### config.mk
export PLATFORM = sky130hd
export DESIGN_NAME = rod_cutting_max_value_top
export DESIGN_NICKNAME = d
export VERILOG_FILES = /design/src/hw/rtl/rcmv_pkg.sv /design/src/hw/rtl/rcmv_ctrl.sv /design/src/hw/rtl/rcmv_dp.sv /design/src/hw/rtl/rod_cutting_max_value_top.sv
export SDC_FILE = /design/constraint.sdc
export NUM_CORES = 1
export LEC_CHECK = 0
export ABC_CLOCK_PERIOD_IN_PS = 9770
export BUFFER_PORTS_ARGS = -buffer_cell sky130_fd_sc_hd__buf_4
export CAP_MARGIN = 30
export CORE_UTILIZATION = 35
export CTS_CLUSTER_DIAMETER = 150
export DETAILED_ROUTE_END_ITERATION = 12
export PLACE_DENSITY = 0.49
export SYNTH_ARGS = -nofsm -noshare
export SYNTH_HDL_FRONTEND = slang
export SYNTH_SLANG_ARGS = --single-unit
### constraint.sdc
create_clock -name clk -period 9.77 [get_ports clk]
set_input_delay 0.977 -clock clk [delete_from_list [all_inputs] [get_ports clk]]
set_output_delay 0.977 -clock clk [all_outputs]
set_load 0.01 [all_outputs]
### src/hw/rtl/rcmv_pkg.sv
// rcmv_pkg: constants, widths and controller/datapath struct types for the rod cutting block
// no dependencies; used by rcmv_ctrl, rcmv_dp and rod_cutting_max_value_top
package rcmv_pkg;

	localparam int MAX_ROD    = 16;
	localparam int MAX_PIECE  = 16;
	localparam int PRICE_BITS = 16;

	localparam int LEN_W      = 5;
	localparam int IN_PRICE_W = 16;
	localparam int VALUE_BITS = 20;

	localparam int ROD_W  = $clog2(MAX_ROD + 1);
	localparam int K_W    = $clog2(MAX_PIECE + 1);
	localparam int PIDX_W = (MAX_PIECE > 1) ? $clog2(MAX_PIECE) : 1;
	localparam int CW     = (ROD_W > K_W) ? ROD_W : K_W;
	localparam int SUM_W  = ((PRICE_BITS > VALUE_BITS) ? PRICE_BITS : VALUE_BITS) + 1;

	localparam logic [VALUE_BITS-1:0] VALUE_MAX = {VALUE_BITS{1'b1}};
	localparam logic [K_W-1:0]        KMAX_V    = K_W'(MAX_PIECE);
	localparam logic [ROD_W-1:0]      ROD_MAX_V = ROD_W'(MAX_ROD);

	localparam logic OP_LOAD  = 1'b0;
	localparam logic OP_SOLVE = 1'b1;

	typedef struct packed {
		logic load;
		logic start;
		logic dp_step;
		logic count_step;
		logic emit_step;
	} rcmv_cmd_t;

	typedef struct packed {
		logic dp_done;
		logic walk_end;
		logic out_free;
	} rcmv_sts_t;

endpackage

### src/hw/rtl/rcmv_ctrl.sv
// rcmv_ctrl: sequencer for load, table fill, piece count and piece emission
// depends on rcmv_pkg; drives rcmv_dp through rcmv_cmd_t, watches rcmv_sts_t
module rcmv_ctrl (
	input  logic                        clk,
	input  logic                        arst_n,
	input  logic                        in_valid,
	output logic                        in_ready,
	input  logic                        op,
	input  logic [rcmv_pkg::LEN_W-1:0]  piece_length,
	input  rcmv_pkg::rcmv_sts_t         sts,
	output rcmv_pkg::rcmv_cmd_t         cmd
);

	localparam logic [1:0] ST_IDLE  = 2'd0;
	localparam logic [1:0] ST_FILL  = 2'd1;
	localparam logic [1:0] ST_COUNT = 2'd2;
	localparam logic [1:0] ST_EMIT  = 2'd3;

	logic [1:0] state_q;
	logic [1:0] state_d;
	logic       accept;

	assign in_ready = (state_q == ST_IDLE);
	assign accept   = in_valid && in_ready;

	always_comb begin
		cmd     = '0;
		state_d = state_q;
		case (state_q)
			ST_IDLE: begin
				if (accept && op == rcmv_pkg::OP_LOAD) begin
					cmd.load = 1'b1;
				end else if (accept && op == rcmv_pkg::OP_SOLVE && piece_length != '0) begin
					cmd.start = 1'b1;
					state_d   = ST_FILL;
				end
			end
			ST_FILL: begin
				cmd.dp_step = 1'b1;
				if (sts.dp_done) begin
					state_d = ST_COUNT;
				end
			end
			ST_COUNT: begin
				cmd.count_step = 1'b1;
				if (sts.walk_end) begin
					state_d = ST_EMIT;
				end
			end
			ST_EMIT: begin
				if (sts.out_free) begin
					cmd.emit_step = 1'b1;
					if (sts.walk_end) begin
						state_d = ST_IDLE;
					end
				end
			end
			default: begin
				state_d = ST_IDLE;
			end
		endcase
	end

	always_ff @(posedge clk or negedge arst_n) begin
		if (!arst_n) begin
			state_q <= ST_IDLE;
		end else begin
			state_q <= state_d;
		end
	end

`ifndef ASSERT_OFF
	a_start_only_idle: assert property (@(posedge clk) disable iff (!arst_n)
		cmd.start |=> state_q == ST_FILL)
		else $error("solve start did not enter table fill");
	a_one_cmd: assert property (@(posedge clk) disable iff (!arst_n)
		$onehot0(cmd))
		else $error("more than one datapath command");
	a_emit_done_idle: assert property (@(posedge clk) disable iff (!arst_n)
		cmd.emit_step && sts.walk_end |=> in_ready)
		else $error("block not idle after last piece");
`endif

endmodule

### src/hw/rtl/rcmv_dp.sv
// rcmv_dp: price table, best value and first cut tables, fill and walk counters, output register
// depends on rcmv_pkg; commanded by rcmv_ctrl
module rcmv_dp (
	input  logic                                clk,
	input  logic                                arst_n,
	input  rcmv_pkg::rcmv_cmd_t                 cmd,
	output rcmv_pkg::rcmv_sts_t                 sts,
	input  logic [rcmv_pkg::LEN_W-1:0]          piece_length,
	input  logic [rcmv_pkg::IN_PRICE_W-1:0]     piece_price,
	output logic                                out_valid,
	input  logic                                out_ready,
	output logic [rcmv_pkg::LEN_W-1:0]          cut_length,
	output logic [rcmv_pkg::VALUE_BITS-1:0]     best_value,
	output logic [rcmv_pkg::LEN_W-1:0]          piece_count,
	output logic                                last
);

	logic [rcmv_pkg::PRICE_BITS-1:0] price_q [rcmv_pkg::MAX_PIECE];
	logic [rcmv_pkg::VALUE_BITS-1:0] best_q  [rcmv_pkg::MAX_ROD+1];
	logic [rcmv_pkg::K_W-1:0]        fcut_q  [rcmv_pkg::MAX_ROD+1];

	logic [rcmv_pkg::ROD_W-1:0]      rod_q;
	logic [rcmv_pkg::ROD_W-1:0]      n_q;
	logic [rcmv_pkg::K_W-1:0]        k_q;
	logic [rcmv_pkg::VALUE_BITS-1:0] bv_q;
	logic [rcmv_pkg::K_W-1:0]        bk_q;
	logic [rcmv_pkg::VALUE_BITS-1:0] total_q;
	logic [rcmv_pkg::ROD_W-1:0]      rem_q;
	logic [rcmv_pkg::ROD_W-1:0]      count_q;

	logic                            out_valid_q;
	logic [rcmv_pkg::LEN_W-1:0]      out_cut_q;
	logic [rcmv_pkg::VALUE_BITS-1:0] out_value_q;
	logic [rcmv_pkg::LEN_W-1:0]      out_count_q;
	logic                            out_last_q;

	logic [rcmv_pkg::ROD_W-1:0]      rod_d;
	logic [rcmv_pkg::K_W-1:0]        kmax;
	logic [rcmv_pkg::ROD_W-1:0]      back_idx;
	logic [rcmv_pkg::PIDX_W-1:0]     pidx;
	logic [rcmv_pkg::K_W-1:0]        k_dec;
	logic [rcmv_pkg::VALUE_BITS-1:0] best_rd;
	logic [rcmv_pkg::SUM_W-1:0]      sum;
	logic [rcmv_pkg::VALUE_BITS-1:0] cand;
	logic                            take;
	logic [rcmv_pkg::VALUE_BITS-1:0] bv_new;
	logic [rcmv_pkg::K_W-1:0]        bk_new;
	logic                            row_end;
	logic [rcmv_pkg::K_W-1:0]        fc_rd;
	logic [rcmv_pkg::CW-1:0]         cut;
	logic [rcmv_pkg::ROD_W-1:0]      cut_r;
	logic                            load_ok;

	// solve length saturates to the table size
	assign rod_d = (int'(piece_length) > rcmv_pkg::MAX_ROD) ? rcmv_pkg::ROD_MAX_V
		: rcmv_pkg::ROD_W'(piece_length);
	assign load_ok = (piece_length != '0) && (int'(piece_length) <= rcmv_pkg::MAX_PIECE);

	// one candidate cut per cycle
	assign kmax     = (rcmv_pkg::CW'(n_q) < rcmv_pkg::CW'(rcmv_pkg::KMAX_V))
		? rcmv_pkg::K_W'(n_q) : rcmv_pkg::KMAX_V;
	assign back_idx = n_q - rcmv_pkg::ROD_W'(k_q);
	assign k_dec    = k_q - rcmv_pkg::K_W'(1);
	assign pidx     = rcmv_pkg::PIDX_W'(k_dec);
	assign best_rd  = (back_idx == '0) ? '0 : best_q[back_idx];
	assign sum      = rcmv_pkg::SUM_W'(price_q[pidx]) + rcmv_pkg::SUM_W'(best_rd);
	assign cand     = (sum > rcmv_pkg::SUM_W'(rcmv_pkg::VALUE_MAX)) ? rcmv_pkg::VALUE_MAX
		: sum[rcmv_pkg::VALUE_BITS-1:0];
	assign take     = (k_q == rcmv_pkg::K_W'(1)) || (cand > bv_q);
	assign bv_new   = take ? cand : bv_q;
	assign bk_new   = take ? k_q : bk_q;
	assign row_end  = (k_q == kmax);

	// walk of the first cut chain
	assign fc_rd = fcut_q[rem_q];
	assign cut   = (fc_rd == '0 || rcmv_pkg::CW'(fc_rd) > rcmv_pkg::CW'(rem_q))
		? rcmv_pkg::CW'(rem_q) : rcmv_pkg::CW'(fc_rd);
	assign cut_r = rcmv_pkg::ROD_W'(cut);

	assign sts.dp_done  = row_end && (n_q == rod_q);
	assign sts.walk_end = (cut_r == rem_q);
	assign sts.out_free = !out_valid_q || out_ready;

	always_ff @(posedge clk or negedge arst_n) begin
		if (!arst_n) begin
			for (int i = 0; i < rcmv_pkg::MAX_PIECE; i++) begin
				price_q[i] <= '0;
			end
			out_valid_q <= 1'b0;
		end else begin
			if (cmd.load && load_ok) begin
				price_q[rcmv_pkg::PIDX_W'(piece_length - rcmv_pkg::LEN_W'(1))] <=
					rcmv_pkg::PRICE_BITS'(piece_price);
			end
			if (cmd.emit_step) begin
				out_valid_q <= 1'b1;
			end else if (out_ready) begin
				out_valid_q <= 1'b0;
			end
		end
	end

	always_ff @(posedge clk) begin
		if (cmd.start) begin
			rod_q   <= rod_d;
			rem_q   <= rod_d;
			n_q     <= rcmv_pkg::ROD_W'(1);
			k_q     <= rcmv_pkg::K_W'(1);
			count_q <= '0;
		end
		if (cmd.dp_step) begin
			if (row_end) begin
				best_q[n_q] <= bv_new;
				fcut_q[n_q] <= bk_new;
				n_q         <= n_q + rcmv_pkg::ROD_W'(1);
				k_q         <= rcmv_pkg::K_W'(1);
				if (n_q == rod_q) begin
					total_q <= bv_new;
				end
			end else begin
				k_q <= k_q + rcmv_pkg::K_W'(1);
			end
			bv_q <= bv_new;
			bk_q <= bk_new;
		end
		if (cmd.count_step) begin
			count_q <= count_q + rcmv_pkg::ROD_W'(1);
			rem_q   <= sts.walk_end ? rod_q : rem_q - cut_r;
		end
		if (cmd.emit_step) begin
			rem_q       <= rem_q - cut_r;
			out_cut_q   <= rcmv_pkg::LEN_W'(cut);
			out_value_q <= total_q;
			out_count_q <= rcmv_pkg::LEN_W'(count_q);
			out_last_q  <= sts.walk_end;
		end
	end

	assign out_valid   = out_valid_q;
	assign cut_length  = out_cut_q;
	assign best_value  = out_value_q;
	assign piece_count = out_count_q;
	assign last        = out_last_q;

`ifndef ASSERT_OFF
	a_k_in_row: assert property (@(posedge clk) disable iff (!arst_n)
		cmd.dp_step |-> (k_q != '0) && (rcmv_pkg::CW'(k_q) <= rcmv_pkg::CW'(n_q)))
		else $error("candidate cut outside current row");
	a_walk_rem: assert property (@(posedge clk) disable iff (!arst_n)
		(cmd.count_step || cmd.emit_step) |-> (rem_q != '0) && (cut != '0))
		else $error("walk with nothing left");
	a_emit_slot: assert property (@(posedge clk) disable iff (!arst_n)
		cmd.emit_step |-> !out_valid_q || out_ready)
		else $error("output word overwritten");
`endif

endmodule

### src/hw/rtl/rod_cutting_max_value_top.sv
// rod_cutting_max_value_top: best rod cutting by dynamic programming
// Input word (op, piece_length, piece_price) on in_valid/in_ready; output word
// (cut_length, best_value, piece_count, last) on out_valid/out_ready.
// op load writes a piece price and gives no output word.
// op solve of length L (saturated to 16, zero ignored) fills the table rows
// n=1..L, trying min(n,16) candidate cuts per row, one candidate
// cut per cycle through a single add and compare, then walks the first cut
// chain once to count the P pieces, then emits P words, one per cycle while
// out_ready is high, the final one with last set.
// in_ready is high only while no solve is in progress; a load or the next
// solve may be taken while the final word still waits in the output register.
// A receiver stall holds the output word and pauses emission.
// Reset clears the price table (unpriced lengths count as zero) and the
// controller; the best value and first cut tables are rebuilt by each solve.
// depends on rcmv_pkg, rcmv_ctrl, rcmv_dp
module rod_cutting_max_value_top (
	input  logic                                clk,
	input  logic                                arst_n,
	input  logic                                in_valid,
	output logic                                in_ready,
	input  logic                                op,
	input  logic [rcmv_pkg::LEN_W-1:0]          piece_length,
	input  logic [rcmv_pkg::IN_PRICE_W-1:0]     piece_price,
	output logic                                out_valid,
	input  logic                                out_ready,
	output logic [rcmv_pkg::LEN_W-1:0]          cut_length,
	output logic [rcmv_pkg::VALUE_BITS-1:0]     best_value,
	output logic [rcmv_pkg::LEN_W-1:0]          piece_count,
	output logic                                last
);

	rcmv_pkg::rcmv_cmd_t cmd;
	rcmv_pkg::rcmv_sts_t sts;

	rcmv_ctrl u_ctrl (
		.clk          (clk),
		.arst_n       (arst_n),
		.in_valid     (in_valid),
		.in_ready     (in_ready),
		.op           (op),
		.piece_length (piece_length),
		.sts          (sts),
		.cmd          (cmd)
	);

	rcmv_dp u_dp (
		.clk          (clk),
		.arst_n       (arst_n),
		.cmd          (cmd),
		.sts          (sts),
		.piece_length (piece_length),
		.piece_price  (piece_price),
		.out_valid    (out_valid),
		.out_ready    (out_ready),
		.cut_length   (cut_length),
		.best_value   (best_value),
		.piece_count  (piece_count),
		.last         (last)
	);

endmodule

==> results.toml <==
[run_status]
outcome = "completed"

[clocking]
cts_setup_buffers = 0
path_clk_slew_ps = 60
cts_tree = "done"
cts.sinks = 790
cts_inserted_buffers = 87
ctsResizeCount = 0
ctsHoldBuffers = 0
clockBufferDepth = 3
htreeDepth = 3
cts-root-buf = "clkbuf_16"
worstSkewPairLatency_ps = 650

[critical_path]
path_max_fanout = 25
crit_path_top_delay_cell = "fa_4"
start_kind = "flip-flop"
reg2reg_slack_ps = 1050
end_kind = "flip-flop"
max_stage_delay_ps = 1060
worst_path_most_repeated_cell = "a21o_1"
cp.required_ps = 10260
critPathKind = "reg2reg"
arrival_ps = 9220

[grt]
grt_pass1_vias = 19400
grt_max_degree = 112
overflow = 0
antenna_found_initial = 4
grt_pass1_wl_um = 130000
grt_use_total = 0.179

[drt]
drtIter0Drc = 1323
ant_nets = 0
vias = 18300
vias_per_cell = 5.28
wl_um = 87500
wl_per_cell_um = 25.3
drc_errors = 0
firstDrtPassIters = 7

[worst_hold_path]
hp-class = "in2async"

[placed_design]
dp_slack_ps = 1110
hpwl_um = 52700
io_buffers = 58
gp_congestion = 0.803

[synth]
synth-edff-count = 521
ys_seq_area_frac = 0.653
avgSynthCellArea_um2 = 17.2
ys_ff_latch = 790
synth_ff_type = "edfxtp_1"
async_flop_share = 0.328
synth_nets = 2077
synthesis.area_um2 = 34200
ys_warn_count = 0
synth_cells = 1985
synth_cell_type_count = 66

[sta]
max_freq_ghz = 0.115
rsz0062_at_grt = "false"
tightest_slew_ps = 934
hold_viol = 0
skew_ps = 22.5
setup_tns_ps = 0
min_period_over_period = 0.893
setup_viol = 0
whs_ps = 417
slew_viol_final = 0
layout_setup_ws_ps = 1050
period_minus_slack_ps = 8720
slew_headroom = 0.377

[cells_and_area]
drive_above_1_share = 0.348
mostFrequentLayoutCell = "edfxtp_1"
final_net_count = 2205
multi_input_area_um2 = 11500
syn2layout_area_growth_pct = 15.7
nFillCells = 8763
layout_common_cells = "edfxtp_1 (521), mux2_2 (265), dfrtp_1 (259), mux4_2 (176), buf_4 (139)"
seq_area_um2 = 22300

[job]
maxCapViolations = 0

[die]
initial_utilization = 0.353
dieHeight_um = 315
placeableCoreArea_um2 = 96700
dieArea_um2 = 98900
ios = 59
rows = 114
die_w_um = 315
==> worst max-delay path, delay by kind of cell, from the launching register on <==
kind / cells / cell delay [ps]
AND/OR/NAND/NOR: 5 / 560
multiplexers: 1 / 370
adder cells (fa/ha/maj): 5 / 2190
AO/OA/AOI/OAI: 17 / 3890
buffers and inverters: 5 / 1040
flip-flops: 1 / 520
==> registers in the layout, summed over array words and instances, names as in the netlist, 2 cells and up, named ones only <==
| signal | count |
|---|---|
| u_dp.rem_q | 5 |
| u_dp.best_value | 20 |
| u_dp.piece_count | 5 |
| u_dp.n_q | 5 |
| u_dp.k_q | 5 |
| u_dp.fcut_q | 85 |
| u_ctrl.state_q | 2 |
| u_dp.best_q | 340 |
| u_dp.count_q | 5 |
| u_dp.total_q | 20 |
| u_dp.cut_length | 5 |
| u_dp.bk_q | 5 |
| u_dp.price_q | 256 |
| u_dp.bv_q | 20 |
| u_dp.rod_q | 5 |
==> final timing paths <==
kind	from	endpoint	cells past startpoint
worst max-delay path	u_dp.n_q[0]$_DFF_P_	u_dp.best_q[2][6]$_DFFE_PP_	33
worst min-delay path	arst_n	u_dp.price_q[233]$_DFFE_PN0P_	1
worst max register to register	u_dp.n_q[0]$_DFF_P_	u_dp.best_q[2][6]$_DFFE_PP_	33
worst min register to register	u_dp.total_q[18]$_DFFE_PP_	u_dp.best_value[18]$_DFFE_PP_	0
max in group asynchronous	arst_n	u_dp.price_q[102]$_DFFE_PN0P_	2
min in group clk	u_dp.total_q[18]$_DFFE_PP_	u_dp.best_value[18]$_DFFE_PP_	0
==> metal layers <==
metal / wire, um / share of wire / global-route usage / vias up
met1: 38700 / 0.44 / 0.239 / 9781
met5: 24 / 0.00027 / 0 / -
met2: 42900 / 0.49 / 0.299 / 363
met3: 3670 / 0.042 / 0.0313 / 132
li1: - / - / - / 8016
met4: 2230 / 0.025 / 0.0511 / 4
==> layout make-up <==
class                      count  area share
antenna                        2    0.000127
clock buffer                 118      0.0609
clock inverter                43     0.00883
inverter                      51     0.00484
multi-input combinational   1036       0.290
sequential                   790       0.565
tap                         1276      0.0404
timing repair buffer         147      0.0299
==> metrics by stage <==
| stage | cell area, um2 | std cells | utilization |
|---|---|---|---|
| final | 39500 | 3463 | 0.409 |
| after global routing | 39500 | 3462 | 0.409 |
| after CTS | 39500 | 3460 | 0.409 |
| after detailed placement | 36800 | 3299 | 0.380 |
| after global placement | 36600 | 3285 | 0.379 |
| after floorplan | 34200 | 1985 | - |
==> Yosys cell counts (all sizes together) (3+ instances only) <==
cell type / instances / share of area
buf: 26 / 0.0045
dfxtp: 10 / 0.0059
nor2: 91 / 0.010
a221oi: 5 / 0.0013
nor3b: 3 / 0.00066
a21o: 19 / 0.0042
a21oi: 48 / 0.0070
inv: 49 / 0.0054
fa: 3 / 0.0018
o31ai: 6 / 0.0013
and2: 4 / 0.00073
nand2b: 9 / 0.0016
a22oi: 8 / 0.0018
ha: 63 / 0.023
xor2: 18 / 0.0046
nand3b: 5 / 0.0011
o21a: 7 / 0.0015
mux2: 265 / 0.087
dfrtp: 259 / 0.19
a211oi: 33 / 0.0072
a31oi: 22 / 0.0045
nand4: 9 / 0.0016
o21bai: 4 / 0.00088
xnor2: 23 / 0.0059
clkbuf: 82 / 0.0090
mux2i: 38 / 0.011
and4: 3 / 0.00077
nor3: 13 / 0.0019
nand2: 58 / 0.0064
nor2b: 31 / 0.0057
nand3: 17 / 0.0031
edfxtp: 521 / 0.46
mux4: 181 / 0.12
or3: 4 / 0.00073
o21ai: 17 / 0.0025
o22ai: 3 / 0.00055
==> cells by family (layout without fill, tap and decap cells) <==
group / count (synthesis) / in the layout / share of synthesized area
flops: 790 / 790 / 0.653
mux: 484 / 484 / 0.219
simple gates: 257 / 257 / 0.0365
compound gates: 188 / 188 / 0.0372
buf+inv: 159 / 359 / 0.0191
fa+ha+maj: 66 / 66 / 0.0248
xor+xnor: 41 / 41 / 0.0105
other cells: 0 / 2 / 0
Power is not shown: default switching activity piles up to over one toggle a cycle in this logic, so the estimate is an artifact.
